**config.mk**
```make
export PLATFORM = sky130hd
export DESIGN_NAME = thermostat_equilibration_supervisor_top
export DESIGN_NICKNAME = d
export VERILOG_FILES = /design/src/tes_pkg.sv /design/src/tes_ram.sv /design/src/tes_div.sv /design/src/tes_ctrl.sv /design/src/tes_dp.sv /design/src/thermostat_equilibration_supervisor_top.sv
export SDC_FILE = /design/constraint.sdc
export NUM_CORES = 2
export LEC_CHECK = 0
export BUFFER_PORTS_ARGS = -buffer_cell sky130_fd_sc_hd__buf_2
export CAP_MARGIN = 20
export CORE_ASPECT_RATIO = 1.75
export CORE_MARGIN = 3
export CORE_UTILIZATION = 56
export CTS_CLUSTER_SIZE = 30
export DETAILED_ROUTE_END_ITERATION = 6
export HOLD_SLACK_MARGIN = 0.02
export PLACE_DENSITY = 0.83
export SYNTH_ARGS = -nofsm -noshare
export SYNTH_HDL_FRONTEND = slang
export SYNTH_SLANG_ARGS = --single-unit
```
**constraint.sdc**
```tcl
create_clock -name clk -period 7.2 [get_ports clk]
set_input_delay 0.36 -clock clk [delete_from_list [all_inputs] [get_ports clk]]
set_output_delay 0.36 -clock clk [all_outputs]
set_load 0.005 [all_outputs]
```
**src/tes_pkg.sv**
```systemverilog
// shared types, constants and register map of the equilibration supervisor
// no dependencies
package tes_pkg;

	localparam int WINDOW_DEPTH_DEFAULT = 64;
	localparam int TEMP_W     = 32;
	localparam int INTERVAL_W = 16;
	localparam int SIZE_W     = 7;
	localparam int TOL_W      = 16;
	localparam int ADDR_W     = 5;
	localparam int DATA_W     = 32;
	localparam int OUT_W      = 72;
	localparam int PROD_W     = TOL_W + TEMP_W;

	// register indexes (paddr[4:2])
	localparam logic [2:0] REG_WIN_SIZE        = 3'd0;
	localparam logic [2:0] REG_SAMPLE_EVERY    = 3'd1;
	localparam logic [2:0] REG_ASSESS_INTERVAL = 3'd2;
	localparam logic [2:0] REG_STEADY_TIME     = 3'd3;
	localparam logic [2:0] REG_TIMEOUT         = 3'd4;
	localparam logic [2:0] REG_TOLERANCE       = 3'd5;
	localparam logic [2:0] REG_TARGET          = 3'd6;

	// reset values
	localparam logic [SIZE_W-1:0]     RST_WIN_SIZE        = 7'd16;
	localparam logic [INTERVAL_W-1:0] RST_SAMPLE_EVERY    = 16'd1;
	localparam logic [INTERVAL_W-1:0] RST_ASSESS_INTERVAL = 16'd10;
	localparam logic [TEMP_W-1:0]     RST_STEADY_TIME     = 32'd100;
	localparam logic [TEMP_W-1:0]     RST_TIMEOUT         = 32'd10000;
	localparam logic [TOL_W-1:0]      RST_TOLERANCE       = 16'd3277;
	localparam logic [TEMP_W-1:0]     RST_TARGET          = 32'd65536;

	typedef struct packed {
		logic [SIZE_W-1:0]     win_size;
		logic [INTERVAL_W-1:0] sample_every;
		logic [INTERVAL_W-1:0] assess_every;
		logic [TEMP_W-1:0]     steady_span;
		logic [TEMP_W-1:0]     timeout;
		logic [TOL_W-1:0]      tolerance;
		logic [TEMP_W-1:0]     target_temperature;
	} cfg_t;

	typedef enum logic [1:0] {
		DIV_SI,
		DIV_AI,
		DIV_MEAN
	} div_sel_t;

	typedef enum logic [3:0] {
		ST_IDLE,
		ST_START,
		ST_WAIT_SI,
		ST_WAIT_AI,
		ST_SWEEP,
		ST_WAIT_MEAN,
		ST_MULT,
		ST_CHECK,
		ST_DECIDE,
		ST_OUT
	} state_t;

	typedef struct packed {
		logic     load;
		logic     div_start;
		div_sel_t div_sel;
		logic     ring_write;
		logic     take_ai;
		logic     sweep_init;
		logic     sweep_run;
		logic     mean_load;
		logic     mult;
		logic     check;
		logic     decide;
		logic     out_load;
	} cmd_t;

	typedef struct packed {
		logic active;
		logic div_busy;
		logic sweep_done;
		logic win_empty;
		logic out_free;
	} sts_t;

endpackage

```
**src/tes_ram.sv**
```systemverilog
// generic single write port, single read port ram with registered read
// no dependencies
module tes_ram #(
	parameter int WIDTH = 32,
	parameter int DEPTH = 64,
	localparam int AW = (DEPTH > 1) ? $clog2(DEPTH) : 1
) (
	input  logic             clk,
	input  logic             we,
	input  logic [AW-1:0]    waddr,
	input  logic [WIDTH-1:0] wdata,
	input  logic [AW-1:0]    raddr,
	output logic [WIDTH-1:0] rdata
);

	logic [WIDTH-1:0] mem_q [DEPTH];
	logic [WIDTH-1:0] rdata_q;

	always_ff @(posedge clk) begin
		if (we) begin
			mem_q[waddr] <= wdata;
		end
		rdata_q <= mem_q[raddr];
	end

	assign rdata = rdata_q;

endmodule

```
**src/tes_div.sv**
```systemverilog
// restoring divider, one quotient bit per cycle
// no dependencies
module tes_div #(
	parameter int DW = 39,
	parameter int VW = 16
) (
	input  logic          clk,
	input  logic          arst_n,
	input  logic          start,
	input  logic [DW-1:0] dividend,
	input  logic [VW-1:0] divisor,
	output logic          busy,
	output logic [DW-1:0] quotient,
	output logic [VW-1:0] remainder
);

	localparam int CNTW = $clog2(DW + 1);

	logic [CNTW-1:0] cnt_q;
	logic [DW-1:0]   dq_q;
	logic [VW-1:0]   rem_q;
	logic [VW-1:0]   dvs_q;
	logic [VW:0]     rem_sh;
	logic [VW:0]     rem_sub;
	logic            ge;

	assign rem_sh  = {rem_q, dq_q[DW-1]};
	assign rem_sub = rem_sh - {1'b0, dvs_q};
	assign ge      = rem_sh >= {1'b0, dvs_q};

	always_ff @(posedge clk or negedge arst_n) begin
		if (!arst_n) begin
			cnt_q <= '0;
		end else if (start) begin
			cnt_q <= CNTW'(DW);
		end else if (cnt_q != '0) begin
			cnt_q <= cnt_q - 1'b1;
		end
	end

	always_ff @(posedge clk) begin
		if (start) begin
			dq_q  <= dividend;
			rem_q <= '0;
			dvs_q <= divisor;
		end else if (cnt_q != '0) begin
			dq_q  <= {dq_q[DW-2:0], ge};
			rem_q <= ge ? rem_sub[VW-1:0] : rem_sh[VW-1:0];
		end
	end

	assign busy      = cnt_q != '0;
	assign quotient  = dq_q;
	assign remainder = rem_q;

endmodule

```
**src/tes_ctrl.sv**
```systemverilog
// sequencer of one time step: modulo checks, window sweep, mean, test, result
// depends on tes_pkg
module tes_ctrl (
	input  logic          clk,
	input  logic          arst_n,
	input  logic          s_valid,
	output logic          s_ready,
	output tes_pkg::cmd_t cmd,
	input  tes_pkg::sts_t sts
);

	tes_pkg::state_t state_q;
	tes_pkg::state_t state_nx;

	always_ff @(posedge clk or negedge arst_n) begin
		if (!arst_n) begin
			state_q <= tes_pkg::ST_IDLE;
		end else begin
			state_q <= state_nx;
		end
	end

	always_comb begin
		state_nx = state_q;
		unique case (state_q)
			tes_pkg::ST_IDLE: begin
				if (s_valid) state_nx = tes_pkg::ST_START;
			end
			tes_pkg::ST_START: begin
				state_nx = sts.active ? tes_pkg::ST_WAIT_SI : tes_pkg::ST_SWEEP;
			end
			tes_pkg::ST_WAIT_SI: begin
				if (!sts.div_busy) state_nx = tes_pkg::ST_WAIT_AI;
			end
			tes_pkg::ST_WAIT_AI: begin
				if (!sts.div_busy) state_nx = tes_pkg::ST_SWEEP;
			end
			tes_pkg::ST_SWEEP: begin
				if (sts.sweep_done) begin
					if (!sts.win_empty) begin
						state_nx = tes_pkg::ST_WAIT_MEAN;
					end else begin
						state_nx = sts.active ? tes_pkg::ST_MULT : tes_pkg::ST_OUT;
					end
				end
			end
			tes_pkg::ST_WAIT_MEAN: begin
				if (!sts.div_busy) begin
					state_nx = sts.active ? tes_pkg::ST_MULT : tes_pkg::ST_OUT;
				end
			end
			tes_pkg::ST_MULT:   state_nx = tes_pkg::ST_CHECK;
			tes_pkg::ST_CHECK:  state_nx = tes_pkg::ST_DECIDE;
			tes_pkg::ST_DECIDE: state_nx = tes_pkg::ST_OUT;
			tes_pkg::ST_OUT: begin
				if (sts.out_free) state_nx = tes_pkg::ST_IDLE;
			end
			default: state_nx = tes_pkg::ST_IDLE;
		endcase
	end

	always_comb begin
		cmd         = '0;
		cmd.div_sel = tes_pkg::DIV_SI;
		s_ready     = 1'b0;
		unique case (state_q)
			tes_pkg::ST_IDLE: begin
				s_ready  = 1'b1;
				cmd.load = s_valid;
			end
			tes_pkg::ST_START: begin
				if (sts.active) begin
					cmd.div_start = 1'b1;
					cmd.div_sel   = tes_pkg::DIV_SI;
				end else begin
					cmd.sweep_init = 1'b1;
				end
			end
			tes_pkg::ST_WAIT_SI: begin
				cmd.div_sel = tes_pkg::DIV_AI;
				if (!sts.div_busy) begin
					cmd.ring_write = 1'b1;
					cmd.div_start  = 1'b1;
				end
			end
			tes_pkg::ST_WAIT_AI: begin
				if (!sts.div_busy) begin
					cmd.take_ai    = 1'b1;
					cmd.sweep_init = 1'b1;
				end
			end
			tes_pkg::ST_SWEEP: begin
				cmd.sweep_run = 1'b1;
				cmd.div_sel   = tes_pkg::DIV_MEAN;
				if (sts.sweep_done) begin
					if (sts.win_empty) cmd.mean_load = 1'b1;
					else cmd.div_start = 1'b1;
				end
			end
			tes_pkg::ST_WAIT_MEAN: begin
				if (!sts.div_busy) cmd.mean_load = 1'b1;
			end
			tes_pkg::ST_MULT:   cmd.mult   = 1'b1;
			tes_pkg::ST_CHECK:  cmd.check  = 1'b1;
			tes_pkg::ST_DECIDE: cmd.decide = 1'b1;
			tes_pkg::ST_OUT: begin
				cmd.out_load = sts.out_free;
			end
			default: begin
				s_ready = 1'b0;
			end
		endcase
	end

endmodule

```
**src/tes_dp.sv**
```systemverilog
// datapath: sample ring, run counters, shared divider, tolerance test, result register
// depends on tes_pkg, tes_ram, tes_div
module tes_dp #(
	parameter int WINDOW_DEPTH = tes_pkg::WINDOW_DEPTH_DEFAULT
) (
	input  logic                      clk,
	input  logic                      arst_n,
	input  tes_pkg::cmd_t             cmd,
	output tes_pkg::sts_t             sts,
	input  tes_pkg::cfg_t             cfg,
	input  logic [tes_pkg::TEMP_W-1:0] in_temp,
	input  logic                      in_new_run,
	output logic                      out_valid,
	input  logic                      out_ready,
	output logic [tes_pkg::OUT_W-1:0] out_data
);

	localparam int PW   = (WINDOW_DEPTH > 1) ? $clog2(WINDOW_DEPTH) : 1;
	localparam int CW   = $clog2(WINDOW_DEPTH + 1);
	localparam int TW   = tes_pkg::TEMP_W;
	localparam int SUMW = TW + CW;
	localparam int VW   = tes_pkg::INTERVAL_W;
	localparam int PADW = tes_pkg::OUT_W - 2 * TW - 3;
	localparam logic [PW-1:0] LAST_ADDR = PW'(WINDOW_DEPTH - 1);
	localparam logic [CW-1:0] DEPTH_C   = CW'(WINDOW_DEPTH);

	// run state
	logic                  act_q;
	logic [PW-1:0]         wp_q;
	logic [CW-1:0]         fill_q;
	logic [TW-1:0]         step_q;
	logic [TW-1:0]         last_adj_q;
	logic                  fin_q;
	// per-step working registers
	logic [TW-1:0]         temp_q;
	logic                  assess_q;
	logic [CW-1:0]         m_q;
	logic [CW-1:0]         k_q;
	logic [PW-1:0]         rd_addr_q;
	logic                  rd_v_s1;
	logic [SUMW-1:0]       sum_q;
	logic [TW-1:0]         mean_q;
	logic [tes_pkg::PROD_W-1:0] prod_q;
	logic                  rescale_q;
	logic                  done_q;
	logic                  failed_q;
	logic                  out_valid_q;
	logic [tes_pkg::OUT_W-1:0] out_data_q;

	logic [VW-1:0]   si_eff;
	logic [VW-1:0]   ai_eff;
	logic [CW-1:0]   n_eff;
	logic [CW-1:0]   m_now;
	logic [SUMW-1:0] div_a;
	logic [VW-1:0]   div_b;
	logic [SUMW-1:0] div_quot;
	logic [VW-1:0]   div_rem;
	logic            div_busy;
	logic            rem_zero;
	logic            ram_we;
	logic [TW-1:0]   ram_rdata;
	logic            issue;
	logic [TW-1:0]   diff;
	logic            hit;
	logic            assess_en;
	logic [TW-1:0]   elapsed;
	logic            reached;
	logic            expire;

	assign si_eff = (cfg.sample_every == '0) ? VW'(1) : cfg.sample_every;
	assign ai_eff = (cfg.assess_every == '0) ? VW'(1) : cfg.assess_every;

	// window length clamped to 1..depth
	always_comb begin
		if (cfg.win_size == '0) begin
			n_eff = CW'(1);
		end else if (32'(cfg.win_size) > 32'(WINDOW_DEPTH)) begin
			n_eff = DEPTH_C;
		end else begin
			n_eff = CW'(cfg.win_size);
		end
	end

	assign m_now = (fill_q < n_eff) ? fill_q : n_eff;

	always_comb begin
		case (cmd.div_sel)
			tes_pkg::DIV_SI: begin
				div_a = SUMW'(step_q);
				div_b = si_eff;
			end
			tes_pkg::DIV_AI: begin
				div_a = SUMW'(step_q);
				div_b = ai_eff;
			end
			tes_pkg::DIV_MEAN: begin
				div_a = sum_q;
				div_b = VW'(m_q);
			end
			default: begin
				div_a = SUMW'(step_q);
				div_b = VW'(1);
			end
		endcase
	end

	tes_div #(
		.DW(SUMW),
		.VW(VW)
	) u_div (
		.clk      (clk),
		.arst_n   (arst_n),
		.start    (cmd.div_start),
		.dividend (div_a),
		.divisor  (div_b),
		.busy     (div_busy),
		.quotient (div_quot),
		.remainder(div_rem)
	);

	assign rem_zero = div_rem == '0;
	assign ram_we   = cmd.ring_write && rem_zero;

	tes_ram #(
		.WIDTH(TW),
		.DEPTH(WINDOW_DEPTH)
	) u_ring (
		.clk  (clk),
		.we   (ram_we),
		.waddr(wp_q),
		.wdata(temp_q),
		.raddr(rd_addr_q),
		.rdata(ram_rdata)
	);

	assign issue = cmd.sweep_run && (k_q != m_q);

	// tolerance test: |mean - target| * 2^16 >= tolerance * target; with a zero target, any nonzero mean hits
	assign diff = (mean_q >= cfg.target_temperature) ? (mean_q - cfg.target_temperature)
		: (cfg.target_temperature - mean_q);
	assign hit = (cfg.target_temperature == '0) ? (mean_q != '0)
		: ({diff, 16'h0000} >= prod_q);
	assign assess_en = act_q && assess_q && (m_q != '0);

	assign elapsed = step_q - last_adj_q;
	assign reached = elapsed >= cfg.steady_span;
	assign expire  = ({1'b0, step_q} + 33'd1) >= {1'b0, cfg.timeout};

	always_ff @(posedge clk or negedge arst_n) begin
		if (!arst_n) begin
			act_q       <= 1'b0;
			wp_q        <= '0;
			fill_q      <= '0;
			step_q      <= '0;
			last_adj_q  <= '0;
			fin_q       <= 1'b0;
			k_q         <= '0;
			rd_v_s1     <= 1'b0;
			out_valid_q <= 1'b0;
		end else begin
			if (cmd.load) begin
				if (in_new_run) begin
					wp_q       <= '0;
					fill_q     <= '0;
					step_q     <= '0;
					last_adj_q <= '0;
					fin_q      <= 1'b0;
					act_q      <= 1'b1;
				end else begin
					act_q <= !fin_q;
				end
			end
			if (ram_we) begin
				wp_q <= (wp_q == LAST_ADDR) ? '0 : wp_q + 1'b1;
				if (fill_q != DEPTH_C) fill_q <= fill_q + 1'b1;
			end
			if (cmd.sweep_init) begin
				k_q     <= '0;
				rd_v_s1 <= 1'b0;
			end else if (cmd.sweep_run) begin
				rd_v_s1 <= issue;
				if (issue) k_q <= k_q + 1'b1;
			end
			if (cmd.check && assess_en && hit) begin
				last_adj_q <= step_q;
			end
			if (cmd.decide && (reached || expire)) begin
				fin_q <= 1'b1;
			end
			if (cmd.out_load && act_q) begin
				step_q <= step_q + 1'b1;
			end
			if (cmd.out_load) begin
				out_valid_q <= 1'b1;
			end else if (out_ready) begin
				out_valid_q <= 1'b0;
			end
		end
	end

	always_ff @(posedge clk) begin
		if (cmd.load) begin
			temp_q    <= in_temp;
			rescale_q <= 1'b0;
			done_q    <= 1'b0;
			failed_q  <= 1'b0;
		end
		if (cmd.take_ai) begin
			assess_q <= rem_zero;
		end
		if (cmd.sweep_init) begin
			m_q       <= m_now;
			sum_q     <= '0;
			rd_addr_q <= (wp_q == '0) ? LAST_ADDR : wp_q - 1'b1;
		end else if (cmd.sweep_run) begin
			if (issue) rd_addr_q <= (rd_addr_q == '0) ? LAST_ADDR : rd_addr_q - 1'b1;
			if (rd_v_s1) sum_q <= sum_q + SUMW'(ram_rdata);
		end
		if (cmd.mean_load) begin
			mean_q <= (m_q == '0) ? '0 : div_quot[TW-1:0];
		end
		if (cmd.mult) begin
			prod_q <= cfg.tolerance * cfg.target_temperature;
		end
		if (cmd.check) begin
			rescale_q <= assess_en && hit;
		end
		if (cmd.decide) begin
			done_q   <= reached;
			failed_q <= !reached && expire;
		end
		if (cmd.out_load) begin
			out_data_q <= {{PADW{1'b0}}, step_q, mean_q, failed_q, done_q, rescale_q};
		end
	end

	assign sts.active     = act_q;
	assign sts.div_busy   = div_busy;
	assign sts.sweep_done = (k_q == m_q) && !rd_v_s1;
	assign sts.win_empty  = m_q == '0;
	assign sts.out_free   = !out_valid_q || out_ready;

	assign out_valid = out_valid_q;
	assign out_data  = out_data_q;

endmodule

```
**src/thermostat_equilibration_supervisor_top.sv**
```systemverilog
// top level of the thermostat equilibration supervisor: apb registers, sequencer, datapath
// depends on tes_pkg, tes_ctrl, tes_dp (and through it tes_div, tes_ram)
//
//  channel   direction  handshake              payload
//  s_*       in         s_tvalid / s_tready    s_tdata = temperature sample, s_tuser = new_run
//  m_*       out        m_tvalid / m_tready    m_tdata = rescale, done_res, failed, mean, step
//  apb       in         psel, penable, pready  paddr[4:2] = register index, pwdata, prdata
//
// active step: three passes of the shared bit-serial divider (sample interval, assess interval,
// mean) and the window sweep over m = window count; divider width DW = 32+ceil(log2(WINDOW_DEPTH+1))
// empty window: no mean division; finished run: no interval divisions
// reset clears the run counters, write pointer and finished flag; ring contents are not cleared
// a stalled m_tready only holds the sequencer in its output state; the next input transfer is
// taken the cycle after the result is registered
module thermostat_equilibration_supervisor_top #(
	parameter int WINDOW_DEPTH = tes_pkg::WINDOW_DEPTH_DEFAULT
) (
	input  logic                        clk,
	input  logic                        arst_n,
	// input stream
	input  logic                        s_tvalid,
	output logic                        s_tready,
	input  logic [tes_pkg::TEMP_W-1:0]  s_tdata,   // [31:0] temperature sample
	input  logic [0:0]                  s_tuser,   // [0] new_run
	// result stream
	output logic                        m_tvalid,
	input  logic                        m_tready,
	output logic [tes_pkg::OUT_W-1:0]   m_tdata,   // [0] rescale, [1] done_res, [2] failed,
	                                               // [34:3] window_mean, [66:35] step_index
	// configuration
	input  logic                        psel,
	input  logic                        penable,
	input  logic                        pwrite,
	input  logic [tes_pkg::ADDR_W-1:0]  paddr,
	input  logic [tes_pkg::DATA_W-1:0]  pwdata,
	output logic [tes_pkg::DATA_W-1:0]  prdata,
	output logic                        pready
);

	tes_pkg::cfg_t cfg_q;
	tes_pkg::cmd_t cmd;
	tes_pkg::sts_t sts;
	logic          cfg_wr;
	logic [2:0]    reg_idx;

	// apb: zero wait states, write lands on the access cycle
	assign pready  = 1'b1;
	assign cfg_wr  = psel && penable && pwrite && pready;
	assign reg_idx = paddr[4:2];

	always_ff @(posedge clk or negedge arst_n) begin
		if (!arst_n) begin
			cfg_q.win_size           <= tes_pkg::RST_WIN_SIZE;
			cfg_q.sample_every       <= tes_pkg::RST_SAMPLE_EVERY;
			cfg_q.assess_every       <= tes_pkg::RST_ASSESS_INTERVAL;
			cfg_q.steady_span        <= tes_pkg::RST_STEADY_TIME;
			cfg_q.timeout            <= tes_pkg::RST_TIMEOUT;
			cfg_q.tolerance          <= tes_pkg::RST_TOLERANCE;
			cfg_q.target_temperature <= tes_pkg::RST_TARGET;
		end else if (cfg_wr) begin
			unique case (reg_idx)
				tes_pkg::REG_WIN_SIZE:
					cfg_q.win_size <= pwdata[tes_pkg::SIZE_W-1:0];
				tes_pkg::REG_SAMPLE_EVERY:
					cfg_q.sample_every <= pwdata[tes_pkg::INTERVAL_W-1:0];
				tes_pkg::REG_ASSESS_INTERVAL:
					cfg_q.assess_every <= pwdata[tes_pkg::INTERVAL_W-1:0];
				tes_pkg::REG_STEADY_TIME:
					cfg_q.steady_span <= pwdata;
				tes_pkg::REG_TIMEOUT:
					cfg_q.timeout <= pwdata;
				tes_pkg::REG_TOLERANCE:
					cfg_q.tolerance <= pwdata[tes_pkg::TOL_W-1:0];
				tes_pkg::REG_TARGET:
					cfg_q.target_temperature <= pwdata;
				default: begin
					// unmapped index, write dropped
				end
			endcase
		end
	end

	// read mux, unmapped indexes read as zero
	always_comb begin
		unique case (reg_idx)
			tes_pkg::REG_WIN_SIZE:        prdata = 32'(cfg_q.win_size);
			tes_pkg::REG_SAMPLE_EVERY:    prdata = 32'(cfg_q.sample_every);
			tes_pkg::REG_ASSESS_INTERVAL: prdata = 32'(cfg_q.assess_every);
			tes_pkg::REG_STEADY_TIME:     prdata = cfg_q.steady_span;
			tes_pkg::REG_TIMEOUT:         prdata = cfg_q.timeout;
			tes_pkg::REG_TOLERANCE:       prdata = 32'(cfg_q.tolerance);
			tes_pkg::REG_TARGET:          prdata = cfg_q.target_temperature;
			default:                      prdata = '0;
		endcase
	end

	// sequencer: one step at a time, accepts only from its idle state
	tes_ctrl u_ctrl (
		.clk    (clk),
		.arst_n (arst_n),
		.s_valid(s_tvalid),
		.s_ready(s_tready),
		.cmd    (cmd),
		.sts    (sts)
	);

	// datapath: ring, counters, divider, tolerance test and result register
	tes_dp #(
		.WINDOW_DEPTH(WINDOW_DEPTH)
	) u_dp (
		.clk       (clk),
		.arst_n    (arst_n),
		.cmd       (cmd),
		.sts       (sts),
		.cfg       (cfg_q),
		.in_temp   (s_tdata),
		.in_new_run(s_tuser[0]),
		.out_valid (m_tvalid),
		.out_ready (m_tready),
		.out_data  (m_tdata)
	);

endmodule

```
==> summary by stage <==
STA
Setup violations remaining at the end of the flow were counted as 0. The worst path uses 98.2% of the clock period. Between clock sinks in the finished design, the worst skew comes to between 0.09 and 0.1 ns. Setup repair after global routing left no endpoint under its margin. The final hold violation count is 0. The transition time of the tightest slew-check pin is ~1.2 ns. For the finished layout, the period the worst path requires is about 7.1 ns. The max-slew violation total from the final report came to 0.

Based on the critical path, the design can be clocked at up to 141 MHz. The headroom to the max-slew limit is 23.1%.

Setup path
The capturing element type of the critical path is a register. The data required time at the worst endpoint is 7.78 ns. Of all nets on the critical path, the largest fanout is 9. The worst setup path is launched from a register. The terminus of the critical flop-to-flop path is u_dp.prod_q[43]$_DFFE_PP_. The worst reg-to-reg path cell count is 26. The reg-to-reg critical path startpoint is cfg_q[34]$_DFFE_PN1P_. The worst endpoint data arrival time is 7.65 ns.

The flop-to-flop setup slack is between 0.1 and 0.15 ns. The start-to-end type of the worst setup path is reg2reg.

Routing
Summing over every cut layer, the via total after detailed routing is 79.8k. The number of detailed-route iterations in the first pass is 7. The routed design has 394000 um of wire. The post-detailed-route count of antenna-violating nets is 0. The average detailed-routed wire length per instance is 32.6 um. The number of violations reported at the end of detailed-routing iteration 0 is between 10k and 15k. For this run, design rule violations remaining after detail routing come to 98. The via density per instance is 6.59.

Logic synthesis
The number of synthesis warnings is 0. Synthesis instantiated 97 different standard cells from the library. Yosys mapped a number of flops with a built-in enable equal to 2299. Of all flip-flops after synthesis, the portion carrying an async set or reset was under 10%. The sequential-to-total area share from yosys stat is 60.4%. The number of register bits inferred by synthesis is 2635.

The mean instance size in the synthesized netlist is roughly 15 um^2. Synthesis produced a netlist whose cell count is 8389. In the synthesized netlist the dominant register cell turns out to be sky130_fd_sc_hd__edfxtp_1. In this run the cell area of the synthesized design comes to 128000 um^2.

Die
The placeable core region is about 230000 um^2. The area enclosed by the die boundary is 234000 um^2. The die width is 367 um. The number of placed I/O pins is 184. The floorplan row count is 231. Once the floorplan was initialized, standard cells occupied roughly 56% of the core. The die boundary height is 637 um.

Clock tree
The longest clock path from root to sink contains 4 buffers. The clock tree root driver cell is sky130_fd_sc_hd__clkbuf_16. The clock transition at the register clock pins on the worst setup and hold paths after CTS is roughly 0.080 ns. The sink count of the clock tree is 2635. The total CTS buffers is about 230.

The depth of the CTS H-tree is 4. TritonCTS built the clock tree. At the later pin of the worst-skew pair, clock insertion delay measures 0.92 ns.

Global route
The maximum number of pins on one net before global-route repair is 143. The number of global-route vias before repair is just over 80k. The global-route wire length before repair is 562000 um. In the global route stage, overall resource usage came out at 33.2%. Summed over all layers, the global routing overflow is 0. The initial antenna violation count came to 17.

Run
The max-capacitance violation count is 0.

Placement
The final weighted congestion in routability-driven placement is 1.02. The wire-length estimate of the detail-placed layout is 254000 um. The count of buffers from port buffering is 175.

Finish
The number of nets in the finished design is between 9k and 10k. Compared with the post-synthesis result, the final layout area differs by 12.5%. The number of fill cells is 15.4k. The fraction of final layout cells with drive strength greater than 1 is slightly above 20%. Cells fill roughly 63% of the core in the end.

Run status
The flow ran to the end, but the final reports show violations. The checks that failed: DRC.

Worst hold path
The path class of the tightest hold or removal check is in2async.
-- cells in the mapped netlist (all sizes together) (52+ instances only) --
| cell type | number | area, um^2 |
|---|---|---|
| and2 | 258 | 1620 |
| a21o | 125 | 940 |
| nor3 | 55 | 280 |
| mux2 | 86 | 968 |
| nand2 | 734 | 2770 |
| mux4 | 627 | 14100 |
| nand3 | 67 | 340 |
| o21ai | 337 | 1690 |
| xnor2 | 129 | 1130 |
| buf | 119 | 559 |
| nor2 | 265 | 995 |
| mux2i | 171 | 1710 |
| ha | 374 | 4680 |
| clkbuf | 315 | 1180 |
| xor2 | 55 | 482 |
| fa | 423 | 8470 |
| dfrtp | 229 | 5730 |
| nand4 | 52 | 325 |
| a21oi | 306 | 1540 |
| inv | 731 | 2740 |
| dfxtp | 87 | 1740 |
| edfxtp | 2299 | 69000 |
-- per-stage QoR --
| stage | std cells | area, um^2 | setup TNS, ns | hold slack, ns | worst slack, ns |
|---|---|---|---|---|---|
| global placement | 11600 | 135000 | -0.0350 | 0.326 | -0.0350 |
| CTS | 12100 | 143000 | 0 | 0.0323 | 0.0271 |
| floorplan | 8393 | 128000 | 0 | 0.0644 | 0.598 |
| detailed placement | 11600 | 135000 | -0.0390 | 0.333 | -0.0390 |
| finish | 12100 | 144000 | 0 | 0.0438 | 0.132 |
| global route | 12100 | 143000 | 0 | 0.0608 | 0.0118 |
-- area by class of cell --
class | count | area (um^2) | area share, %
flip-flops and latches | 2635 | 77000 | 53.7
clock buffers | 270 | 6080 | 4.24
multi-input cells | 4593 | 46800 | 32.6
repair buffers | 693 | 5400 | 3.76
well taps | 3029 | 3790 | 2.64
inverters | 731 | 2740 | 1.91
clock inverters | 147 | 1660 | 1.16
diodes | 15 | 37.5 | 0.0262
-- metal layers --
layer	wire, um	global-route usage [%]	part of all wire [%]
met5	174	0	0.044
met4	36000	24.7	9.1
met3	35400	6.31	9.0
met2	201000	58.0	51
met1	122000	36.0	31
-- timing repair --
item	in CTS	in global routing
setup endpoints to repair	2	39
setup buffers	0	2
pin swaps	0	5
hold endpoints to repair	236	0
gates resized for setup	2	21
hold buffers	68	0
gates cloned	0	0
-- cell families after synthesis --
kind of cell / after synthesis / share of synthesized area [%]
other: 2 / 0.00589
xor gates and xnor gates: 184 / 1.26
adders and majority gates: 797 / 10.3
and+or+nand+nor: 1631 / 6.02
muxes: 884 / 13.2
AOI/OAI and AO/OA: 1091 / 5.34
buffers and inverters: 1165 / 3.52
DFF: 2635 / 60.4
-- worst max-delay path, stage by stage (launching register included) --
cell and delay, ns:
sky130_fd_sc_hd__dfstp_2 0.67, sky130_fd_sc_hd__buf_12 0.17, sky130_fd_sc_hd__nand2_1 0.07, sky130_fd_sc_hd__fa_1 0.48, sky130_fd_sc_hd__fa_1 0.53, sky130_fd_sc_hd__fa_1 0.52, sky130_fd_sc_hd__inv_1 0.05, sky130_fd_sc_hd__fa_1 0.52
sky130_fd_sc_hd__fa_1 0.52, sky130_fd_sc_hd__inv_1 0.05, sky130_fd_sc_hd__fa_1 0.50, sky130_fd_sc_hd__inv_1 0.06, sky130_fd_sc_hd__ha_1 0.32, sky130_fd_sc_hd__buf_4 0.16, sky130_fd_sc_hd__a21o_1 0.18, sky130_fd_sc_hd__a21oi_1 0.12
sky130_fd_sc_hd__buf_4 0.16, sky130_fd_sc_hd__o221a_2 0.20, sky130_fd_sc_hd__nand2b_1 0.18, sky130_fd_sc_hd__nand4_1 0.25, sky130_fd_sc_hd__buf_4 0.24, sky130_fd_sc_hd__a41oi_1 0.18, sky130_fd_sc_hd__buf_4 0.16, sky130_fd_sc_hd__nor2_2 0.05
sky130_fd_sc_hd__nor2_2 0.14, sky130_fd_sc_hd__o21bai_1 0.09, sky130_fd_sc_hd__xor2_1 0.15
-- cells in the final DEF (no fill, tap or decap), drive strengths merged, types with 31 or more instances in the layout --
| master | n |
|---|---|
| clkbuf | 270 |
| mux4 | 627 |
| clkinv | 76 |
| a21oi | 306 |
| edfxtp | 2299 |
| buf | 625 |
| dlygate4sd3 | 68 |
| mux2i | 171 |
| dfrtp | 229 |
| dfxtp | 87 |
| nor2 | 265 |
| o21ai | 337 |
| a21o | 125 |
| nand4 | 52 |
| mux2 | 86 |
| a22o | 31 |
| xor2 | 55 |
| and2 | 258 |
| xnor2 | 129 |
| nand2 | 734 |
| fa | 423 |
| nor3 | 55 |
| inv | 748 |
| o21bai | 33 |
| nand3 | 67 |
| nor4 | 42 |
| ha | 374 |
-- state kept, by name (all words and copies together), names as in the netlist, 7 cells and up --
register and flops:
u_dp.fill_q 7, u_dp.u_div.remainder 16, u_dp.prod_q 48, u_dp.m_q 7, cfg_q 151, u_dp.u_ring.rdata 32
u_dp.k_q 7, u_dp.step_q 32, u_dp.out_data 67, u_dp.u_div.quotient 39, u_dp.u_ring.mem_q 2048, u_dp.sum_q 39
u_dp.last_adj_q 32, u_dp.temp_q 32, u_dp.mean_q 32, u_dp.u_div.dvs_q 16
-- worst max path at each step --
| stage | endpoint | from |
|---|---|---|
| detailed placement | u_dp.prod_q[46]$_DFFE_PP_ | cfg_q[33]$_DFFE_PN0P_ |
| finish | u_dp.prod_q[43]$_DFFE_PP_ | cfg_q[34]$_DFFE_PN1P_ |
| CTS | u_dp.prod_q[45]$_DFFE_PP_ | cfg_q[33]$_DFFE_PN0P_ |
| global placement | u_dp.prod_q[46]$_DFFE_PP_ | cfg_q[33]$_DFFE_PN0P_ |
| floorplan | u_dp.prod_q[45]$_DFFE_PP_ | cfg_q[16]$_DFFE_PN1P_ |
| global route | u_dp.prod_q[43]$_DFFE_PP_ | cfg_q[34]$_DFFE_PN1P_ |
Power is not shown: default switching activity piles up to over one toggle a cycle in this logic, so the estimate is an artifact.
